==> src/rtl/core/c3f_pkg.sv <==
`default_nettype none

package c3f_pkg;

	localparam int MaxWidth  = 2048;
	localparam int AddrW     = $clog2(MaxWidth);
	localparam int PixW      = 24;
	localparam int ChanW     = 8;
	localparam int WidthRegW = 12;
	localparam int RowW      = 16;
	localparam int ColW      = 11;

	// register indexes, byte address = 4 * index
	localparam logic [1:0] RegWidth  = 2'd0;
	localparam logic [1:0] RegHeight = 2'd1;
	localparam logic [1:0] RegMode   = 2'd2;

	typedef enum logic [2:0] {
		ModeIdentity = 3'd0,
		ModeBlur     = 3'd1,
		ModeSharpen  = 3'd2,
		ModeOutline  = 3'd3,
		ModeEmboss   = 3'd4
	} mode_t;

	// 3x3 neighborhood of one channel, raster order, zero where outside the frame
	typedef logic [8:0][ChanW-1:0] nbhd_t;

endpackage

`default_nettype wire

==> src/rtl/core/c3f_kernel.sv <==
`default_nettype none

module c3f_kernel (
	input  c3f_pkg::mode_t           mode,
	input  c3f_pkg::nbhd_t           nb,
	output logic [c3f_pkg::ChanW-1:0] pix_out
);
	import c3f_pkg::*;

	logic signed [12:0] p [9];
	logic signed [12:0] acc;

	always_comb begin
		for (int i = 0; i < 9; i++) begin
			p[i] = signed'({5'b0, nb[i]});
		end
		case (mode)
			ModeBlur: begin
				acc = (p[0] >>> 4) + (p[1] >>> 3) + (p[2] >>> 4)
				    + (p[3] >>> 3) + (p[4] >>> 2) + (p[5] >>> 3)
				    + (p[6] >>> 4) + (p[7] >>> 3) + (p[8] >>> 4);
			end
			ModeSharpen: begin
				acc = (p[4] <<< 2) + p[4] - p[1] - p[3] - p[5] - p[7];
			end
			ModeOutline: begin
				acc = (p[4] <<< 3) - p[0] - p[1] - p[2] - p[3]
				    - p[5] - p[6] - p[7] - p[8];
			end
			ModeEmboss: begin
				acc = p[4] + p[5] + p[7] + (p[8] <<< 1)
				    - (p[0] <<< 1) - p[1] - p[3];
			end
			default: begin
				acc = p[4];
			end
		endcase
		if (acc < 0) begin
			pix_out = '0;
		end else if (acc > 13'sd255) begin
			pix_out = '1;
		end else begin
			pix_out = acc[ChanW-1:0];
		end
	end

endmodule

`default_nettype wire
==> config.mk <==
export PLATFORM = sky130hd
export DESIGN_NAME = c3f_kernel
export DESIGN_NICKNAME = d
export VERILOG_FILES = /design/src/rtl/core/c3f_pkg.sv /design/src/rtl/core/c3f_kernel.sv
export SDC_FILE = /design/constraint.sdc
export NUM_CORES = 1
export LEC_CHECK = 0
export BUFFER_PORTS_ARGS = -buffer_cell sky130_fd_sc_hd__buf_2
export CORE_MARGIN = 2
export CORE_UTILIZATION = 57
export DETAILED_ROUTE_END_ITERATION = 12
export GPL_TIMING_DRIVEN = 0
export PLACE_DENSITY = 0.91
export SLEW_MARGIN = 40
export SYNTH_ARGS = -nofsm -noshare
export SYNTH_HDL_FRONTEND = slang
export SYNTH_SLANG_ARGS = --single-unit
==> constraint.sdc <==
create_clock -name vclk -period 7.2
set_clock_uncertainty 0.15 [all_clocks]
set_input_delay 1.08 -clock vclk [all_inputs]
set_output_delay 1.08 -clock vclk [all_outputs]
set_load 0.005 [all_outputs]
==> results of run 1 <==
## power breakdown
group / leakage, nW / internal [mW] / switching (mW)
Clock: 0 / 0 / 0
Sequential: 0 / 0 / 0
Combinational: 3.77 / 1.74 / 2.14
Total: 3.77 / 1.74 / 2.14
## cells by family (layout without fill, tap and decap cells)
family | Yosys count | count (layout) | share of synthesized area
xor gates and xnor gates | 45 | 45 | 0.05980
adders and majority gates | 216 | 216 | 0.5592
buffers and inverters | 157 | 257 | 0.08960
AOI/OAI and AO/OA | 172 | 172 | 0.1876
muxes | 4 | 4 | 0.006454
and+or+nand+nor | 128 | 128 | 0.09738
## layout make-up
type / instances / area (um2) / share of cell area
tap: 143 / 178.9 / 0.02296
timing repair buffer: 100 / 615.6 / 0.07900
buffer: 5 / 20.02 / 0.002569
inverter: 152 / 580.6 / 0.07450
multi-input combinational: 565 / 6397 / 0.8210
## placed cells by master (no fill, tap or decap), types with 15 or more instances in the layout
master / Yosys / layout
inv_1: 152 / 142
xor2_1: 17 / 15
nand2_1: 29 / 29
a21oi_1: 35 / 32
o21ai_0: 23 / 18
xnor2_1: 28 / 27
ha_1: 85 / 70
fa_1: 131 / 128
a21o_1: 18 / 18
buf_4: 0 / 16
nor2_1: 36 / 35
buf_2: 1 / 75
## tightest hold or removal path: cells and delay by family
kind                   cells  cell delay (ns)
AOI/OAI and AO/OA          1             0.07
and+or+nand+nor            1             0.15
buffers and inverters      2             0.26
## stage by stage
stage / hold WS, ns / utilization / cells / worst slack [ns] / setup TNS, ns
finish: 2.495 / 0.6854 / 965 / -0.3444 / -2.565
global route: 2.511 / 0.6854 / 965 / -0.4713 / -3.617
CTS: 2.480 / 0.6667 / 959 / -0.4225 / -2.916
detailed placement: 2.501 / 0.6311 / 946 / -0.9164 / -6.765
global placement: 2.517 / 0.6311 / 946 / -0.7906 / -5.986
floorplan: 2.145 / - / 722 / 0.07998 / 0
## what timing repair did
action / 4_1_cts / 5_1_grt
buffers inserted: 13 / 6
gates resized for setup: 61 / 34
endpoints found under the setup margin: 8 / 8
pin swaps: 29 / 23
## how the worst max path moves through the flow
stage               startpoint    endpoint
floorplan               nb[33]  pix_out[2]
global placement        nb[33]  pix_out[4]
detailed placement      nb[33]  pix_out[4]
CTS                      nb[0]  pix_out[4]
global route             nb[0]  pix_out[4]
finish                  nb[34]  pix_out[7]
## metal layers
metal / up-vias / routed length, um / part of all wire / track usage
met5: - / 0 / 0 / 0
met4: 0 / 1083 / 0.054 / 0.1259
met3: 82 / 1545 / 0.078 / 0.03484
met2: 354 / 9871 / 0.50 / 0.5512
met1: 2896 / 7399 / 0.37 / 0.3920
li1: 2631 / - / - / -
==> reports/metrics.yaml, run 1 <==
max_clock_freq_mhz: 132.5
cp.depth: 21
yosysUniqueCellTypes: 67
grt_overflow: 0
drv_cap: 0
antenna_found_initial: 0
die_w_um: 111.5
seq_area_frac_synth: 0
vias_per_cell: 6.179
place.gp.congestion: 0.9977
post_synth.cell_area_avg_um2: 9.129
min-delay-start: "nb[34]"
power_mw: 3.878
dp_hpwl_mm: 16.37
grtUsageTotal: 0.3118
avgRoutedWirePerCell_um: 20.62
rsz0062_at_grt: "true"
syn_area_mm2: 0.006591
status: "finished with violations"
ir_drop_mv: 0.3137
fin_crit_sh: 1.048
drt_wl_total_mm: 19.90
setup-violations-final: 8
crit_chain: "buf_6 > fa_1 > fa_1 > fa_2 > fa_2 > a211oi_4 > o21bai_1 > a21oi_1 > xor2_1 > fa_1 > inv_2 > ha_4 > o21ai_4 > nor2b_1 > a31o_2 > nand2b_1 > a21o_1 > a221o_2 > buf_6 > a41oi_2 > buf_2"
fillers: 832
seq_cell_count: 0
antenna_cells: 0
power_density_mw_per_mm2: 497.7
grt_max_degree: 11
min_path_cells: 4
crit_path_frequent_cell: "fa_1"
hold_violations: 0
endpoint_kind: "primary output"
postLayoutSetupSlackWorst_ns: -0.3444
numPortBuffers: 81
fin_nets: 1115
drcViolationCount: 0
drtIter0Drc: 550
min_period_ns: 7.544
core.rowCount: 39
violations: "negative setup slack"
grt_pass1_wl_mm: 30.78
slowest_stage: "fa_1"
syn_to_final_growth_pct: 18.22
yosys.area.top_type: "fa_1"
initial_utilization: 0.5797
clkbuf_count: 0
dieArea_mm2: 0.01244
yosysMostFrequentCell: "inv_1"
yosys-top-cells-count: "152 x inv_1, 131 x fa_1, 85 x ha_1"
syn_inst: 722
hold_class: "input port to primary output"
boundaryPins: 83
criticalPathCategory: "input port to primary output"
yosys_warnings: 0
cp.required_ns: 5.97
tightest_slew_ns: 0.7393
whs_endpoint: "pix_out[2]"
cp_num_buf_inv: 4
start_kind: "input port"
synth_top_area_frac: 0.3979
leakagePower_nw: 3.768
cts_hold_buf: 0
synth_area_leaders: "fa_1 40%, ha_1 16%, inv_1 8.7%"
routed-via-count: 5963
critPathArrivalTime_ns: 6.31
ant_nets: 0
slew_violations: 0
design_area_mm2: 0.007792
crit_family: "adder cells"
final_layout_size_suffix_gt1_frac: 0.2019
regArea_um2: 0
dr.pass1.iters: 5
placeableCoreArea_mm2: 0.01137
syn_nets: 1013
placed_area_mm2: 0.007176
die_h_um: 111.5
grt_pass1_vias: 6179
max_stage_delay_ns: 0.53
path_max_fanout: 8
relSlewSlack: 0.5036
Power figures use the tool's default switching activity.
==> run 2: changes to the inputs <==
- ABC_AREA: default -> 1
==> reports/metrics.yaml, run 2 <==
yosys_warnings: 0  # unchanged
seq_cell_count: 0  # unchanged
cp.depth: 25  # was 21
drv_cap: 0  # unchanged
fin_nets: 1245  # was 1115
leakagePower_nw: 4.056  # was 3.768 nW
place.gp.congestion: 1.006  # was 0.9977
drt_wl_total_mm: 20.93  # was 19.90 mm
dieArea_mm2: 0.01269  # was 0.01244 mm2
power_density_mw_per_mm2: 492.0  # was 497.7 mW/mm2
crit_start: "nb[2]"  # was nb[34]
critPathArrivalTime_ns: 5.99  # was 6.31 ns
min-delay-start: "nb[34]"  # unchanged
dr.pass1.iters: 10  # was 5
die_h_um: 112.6  # was 111.5 um
clkPwrFrac: 0  # about the same
boundaryPins: 83  # unchanged
placeableCoreArea_mm2: 0.01147  # was 0.01137 mm2
violations: "design-rule violations, negative setup slack"  # was negative setup slack
grtUsageTotal: 0.3227  # was 0.3118
final_cell_mix: "196 x inv_1, 128 x fa_1, 120 x nand2_1"  # was 142 x inv_1, 128 x fa_1, 75 x buf_2
grt_pass1_vias: 6438  # was 6179
drtIter0Drc: 661  # was 550
power_mw: 3.919  # was 3.878 mW
syn_area_mm2: 0.006726  # was 0.006591 mm2
post_synth.cell_area_avg_um2: 7.895  # was 9.129 um2
cts_hold_buf: 0  # unchanged
antenna_found_initial: 0  # unchanged
final_layout_size_suffix_gt1_frac: 0.2185  # was 0.2019
fillers: 892  # was 832
yosysUniqueCellTypes: 41  # was 67
fin_crit_sh: 1.003  # was 1.048
grt_overflow: 0  # unchanged
setup-violations-final: 2  # was 8
avgRoutedWirePerCell_um: 19.11  # was 20.62 um
sw_frac_of_total: 0.6035  # was 0.5515
hold_class: "input port to primary output"  # unchanged
clkbuf_count: 0  # unchanged
min_path_cells: 4  # unchanged
final_common_cell: "inv_1"  # unchanged
slowest_stage: "fa_1"  # unchanged
p_seq_frac: 0  # about the same
grt_max_degree: 10  # was 11
yosys-top-cells-count: "204 x inv_1, 131 x fa_1, 130 x nand2_1"  # was 152 x inv_1, 131 x fa_1, 85 x ha_1
synth_area_leaders: "fa_1 39%, ha_1 16%, inv_1 11%"  # was fa_1 40%, ha_1 16%, inv_1 8.7%
tightest_slew_ns: 0.7897  # was 0.7393 ns
slew_violations: 0  # unchanged
status: "finished with violations"  # unchanged
die_w_um: 112.6  # was 111.5 um
combPwrFrac: 1.000  # about the same
ant_nets: 0  # unchanged
hold_slack_ns: 2.549  # was 2.495 ns
initial_utilization: 0.5866  # was 0.5797
numPortBuffers: 83  # was 81
criticalPathCategory: "input port to primary output"  # unchanged
routed-via-count: 6349  # was 5963
synth_top_area_frac: 0.3899  # was 0.3979
syn_to_final_growth_pct: 18.42  # was 18.22%
max_stage_delay_ns: 0.56  # was 0.53 ns
crit_family: "adder cells"  # unchanged
rsz0062_at_grt: "true"  # unchanged
core.rowCount: 39  # unchanged
syn_inst: 852  # was 722
multi_input_area_mm2: 0.006379  # was 0.006397 mm2
seq_area_frac_synth: 0  # unchanged
path_max_fanout: 8  # unchanged
hold_violations: 0  # unchanged
ir_drop_mv: 0.3126  # was 0.3137 mV
yosys.area.top_type: "fa_1"  # unchanged
min_period_ns: 7.218  # was 7.544 ns
max_clock_freq_mhz: 138.5  # was 132.5 MHz
postLayoutSetupSlackWorst_ns: -0.01808  # was -0.3444 ns
syn_nets: 1143  # was 1013
cp_num_buf_inv: 5  # was 4
yosysMostFrequentCell: "inv_1"  # unchanged
endpoint_kind: "primary output"  # unchanged
power.internal_mw: 1.554  # was 1.739 mW
dp_hpwl_mm: 17.37  # was 16.37 mm
p_switching_mw: 2.365  # was 2.139 mW
vias_per_cell: 5.798  # was 6.179
relSlewSlack: 0.4599  # was 0.5036
start_kind: "input port"  # unchanged
antenna_cells: 0  # unchanged
drcViolationCount: 1  # was 0
cp.required_ns: 5.97  # about the same
grt_pass1_wl_mm: 32.18  # was 30.78 mm
regArea_um2: 0  # unchanged
## run 2: cell count changes after synthesis, sizes merged, moves of 8 or more
| cell | before | now |
|---|---|---|
| inv | 152 | 209 |
| a21o | 18 | 5 |
| xnor2 | 28 | 9 |
| nand2b | 13 | 0 |
| a21oi | 36 | 68 |
| nor2b | 8 | 0 |
| nand3 | 4 | 43 |
| o21a | 12 | 3 |
| nor2 | 36 | 56 |
| nand2 | 29 | 138 |
## run 2: logic make-up after synthesis
family / Yosys count / synth area share
compound gates: 135 / 0.1153
xor+xnor: 28 / 0.03646
fa+ha+maj: 216 / 0.5480
buf+inv: 210 / 0.1172
simple gates: 263 / 0.1830
## run 2: path summary, 6_finish.rpt
path                endpoint
setup / recovery  pix_out[1]
hold / removal    pix_out[2]
## run 2: final cells by class
cell class | instances | share of cell area
multi-input cells | 642 | 0.8008
inverters | 210 | 0.09959
repair buffers | 100 | 0.07713
well taps | 143 | 0.02246
## run 2: per-stage QoR
stage	instances	util	setup WS, ns	TNS, ns	cell area, um2
after floorplan	852	-	0.4848	0	6726
after global placement	1078	0.6384	-0.6591	-5.230	7321
after detailed placement	1078	0.6384	-0.7980	-6.237	7321
after CTS	1087	0.6626	0.002033	0	7599
after global routing	1095	0.6946	-0.1584	-1.145	7965
final	1095	0.6946	-0.01808	-0.02021	7965
## run 2: layer usage
metal | GRT usage | vias to the layer above | share of wire
met4 | 0.1122 | 0 | 0.054
met2 | 0.5565 | 361 | 0.49
met5 | 0 | - | 0
met1 | 0.4260 | 3011 | 0.38
met3 | 0.03186 | 87 | 0.075
li1 | - | 2890 | -
## run 2: timing repair
item,4_1_cts,5_1_grt
pin swaps,25,36
endpoints found under the setup margin,8,8
buffers inserted,9,8
resized for setup,46,70
## run 2: power groups by stage
stage / Sequential, mW / Combinational, mW / Clock (mW)
final: 0 / 3.92 / 0
after global routing: 0 / 4.26 / 0
after CTS: 0 / 3.39 / 0
after detailed placement: 0 / 3.08 / 0
after global placement: 0 / 3.02 / 0
after floorplan: 0 / 2.22 / 0
## run 2: worst min-delay path, cell delays in order
cell and delay [ns]:
buf_6 0.12, o21ai_0 0.21, a21oi_2 0.08, buf_2 0.13
==> run 3: changes to the inputs <==
--- a/config.mk
+++ b/config.mk
@@ -9,3 +9,3 @@
 export BUFFER_PORTS_ARGS = -buffer_cell sky130_fd_sc_hd__buf_2
-export CORE_MARGIN = 2
+export CORE_MARGIN = 1.5
 export CORE_UTILIZATION = 57
==> constraint.sdc (replaced) <==
create_clock -name vclk -period 7.2
set_clock_uncertainty 0.15 [all_clocks]
set_input_delay 2.16 -clock vclk [all_inputs]
set_output_delay 2.16 -clock vclk [all_outputs]
set_load 0.005 [all_outputs]
==> reports/metrics.yaml, run 3 (same netlist as run 2, synthesis figures left out) <==
endpoint_kind: "primary output"  # unchanged
criticalPathCategory: "input port to primary output"  # unchanged
final_cell_mix: "194 x inv_1, 127 x fa_1, 118 x nand2_1"  # was 196 x inv_1, 128 x fa_1, 120 x nand2_1
drt_wl_total_mm: 20.30  # was 20.93 mm
seq_cell_count: 0  # unchanged
max_stage_delay_ns: 0.58  # was 0.56 ns
slew_violations: 0  # unchanged
ir_drop_mv: 0.3404  # was 0.3126 mV
syn_to_final_growth_pct: 18.71  # was 18.42%
dr.pass1.iters: 7  # was 10
antenna_cells: 0  # unchanged
min_period_ns: 9.377  # was 7.218 ns
final_common_cell: "inv_1"  # unchanged
routed-via-count: 6414  # was 6349
die_w_um: 111.6  # was 112.6 um
grtUsageTotal: 0.3306  # was 0.3227
start_kind: "input port"  # unchanged
stdcell_count: 1098  # was 1095
setup-violations-final: 8  # was 2
power_density_mw_per_mm2: 476.8  # was 492.0 mW/mm2
placeableCoreArea_mm2: 0.01147  # unchanged
drtIter0Drc: 668  # was 661
final_layout_size_suffix_gt1_frac: 0.2241  # was 0.2185
hold_class: "input port to primary output"  # unchanged
grt_pass1_vias: 6437  # was 6438
max_clock_freq_mhz: 106.6  # was 138.5 MHz
dieArea_mm2: 0.01246  # was 0.01269 mm2
clkbuf_count: 0  # unchanged
fin_nets: 1248  # was 1245
slowest_stage: "fa_1"  # unchanged
crit_path_frequent_cell: "fa_1"
postLayoutSetupSlackWorst_ns: -2.177  # was -0.01808 ns
dp_cells: 1079  # was 1078
fillers: 828  # was 892
drcViolationCount: 0  # was 1
vias_per_cell: 5.842  # was 5.798
place.gp.congestion: 0.9928  # was 1.006
relSlewSlack: 0.5764  # was 0.4599
cp.required_ns: 4.89  # was 5.97 ns
regArea_um2: 0  # unchanged
initial_utilization: 0.5866  # unchanged
numPortBuffers: 83  # unchanged
status: "finished with violations"  # unchanged
grt_overflow: 0  # unchanged
antenna_found_initial: 0  # unchanged
violations: "negative setup slack"  # was design-rule violations, negative setup slack
fin_crit_sh: 1.302  # was 1.003
rsz0062_at_grt: "true"  # unchanged
ant_nets: 0  # unchanged
leakagePower_nw: 4.075  # was 4.056 nW
die_h_um: 111.6  # was 112.6 um
core.rowCount: 39  # unchanged
drv_cap: 0  # unchanged
tightest_slew_ns: 0.6334  # was 0.7897 ns
hold_violations: 0  # unchanged
dp_hpwl_mm: 16.96  # was 17.37 mm
path_max_fanout: 8  # unchanged
power_mw: 3.807  # was 3.919 mW
multi_input_area_mm2: 0.006365  # was 0.006379 mm2
grt_max_degree: 10  # unchanged
boundaryPins: 83  # unchanged
critPathArrivalTime_ns: 7.07  # was 5.99 ns
avgRoutedWirePerCell_um: 18.49  # was 19.11 um
grt_pass1_wl_mm: 32.54  # was 32.18 mm
==> run 3: cell count changes in the layout (fill, tap and decap cells not counted), sizes merged <==
| cell | delta |
|---|---|
| clkinv | +1 |
| clkbuf | +2 |
| inv | -2 |
| clkinvlp | +1 |
| buf | +1 |
==> run 3: critical path, delay by kind of cell <==
kind,cells,cell delay [ns]
compound gates,2,0.15
xor+xnor,1,0.18
fa+ha+maj,6,2.69
buf+inv,5,0.58
simple gates,12,1.29
==> run 3: what timing repair did <==
item,4_1_cts,5_1_grt
pin swaps,28,18
endpoints found under the setup margin,8,8
hold buffers,0,0
buffers inserted,14,5
resized for setup,46,42
==> run 3: worst paths after layout <==
kind / end / depth (start not counted) / slack (ns) / startpoint
worst max-delay path: pix_out[1] / 26 / -2.18 / nb[44]
worst min-delay path: pix_out[0] / 4 / 4.74 / nb[32]
==> run 3: power by group <==
part	leakage (nW)	internal, mW	switching, mW
Clock	0	0	0
Combinational	4.08	1.51	2.30
Sequential	0	0	0
==> run 3: per-stage QoR <==
step                TNS, ns  setup WS (ns)  utilization  cell area (um2)  hold slack, ns
detailed placement   -19.40         -2.436       0.6511             7466           4.701
global route         -18.47         -2.320       0.6963             7985           4.774
finish               -17.35         -2.177       0.6963             7985           4.739
global placement     -19.71         -2.471       0.6506             7461           4.727
floorplan            -12.55         -1.569            -             6867           4.378
CTS                  -16.19         -2.038       0.6766             7759           4.730
==> run 3: layer usage <==
layer | GRT usage | up-vias | wire length [um]
met3 | 0.03538 | 121 | 1828
met2 | 0.5679 | 440 | 9603
met5 | 0 | - | 0
li1 | - | 2896 | -
met1 | 0.4286 | 2957 | 7555
met4 | 0.1342 | 0 | 1309
==> run 3: final cells by class <==
class / instances / area share
tap: 143 / 0.02241
timing repair buffer: 103 / 0.08023
inverter: 210 / 0.1003
multi-input combinational: 642 / 0.7971
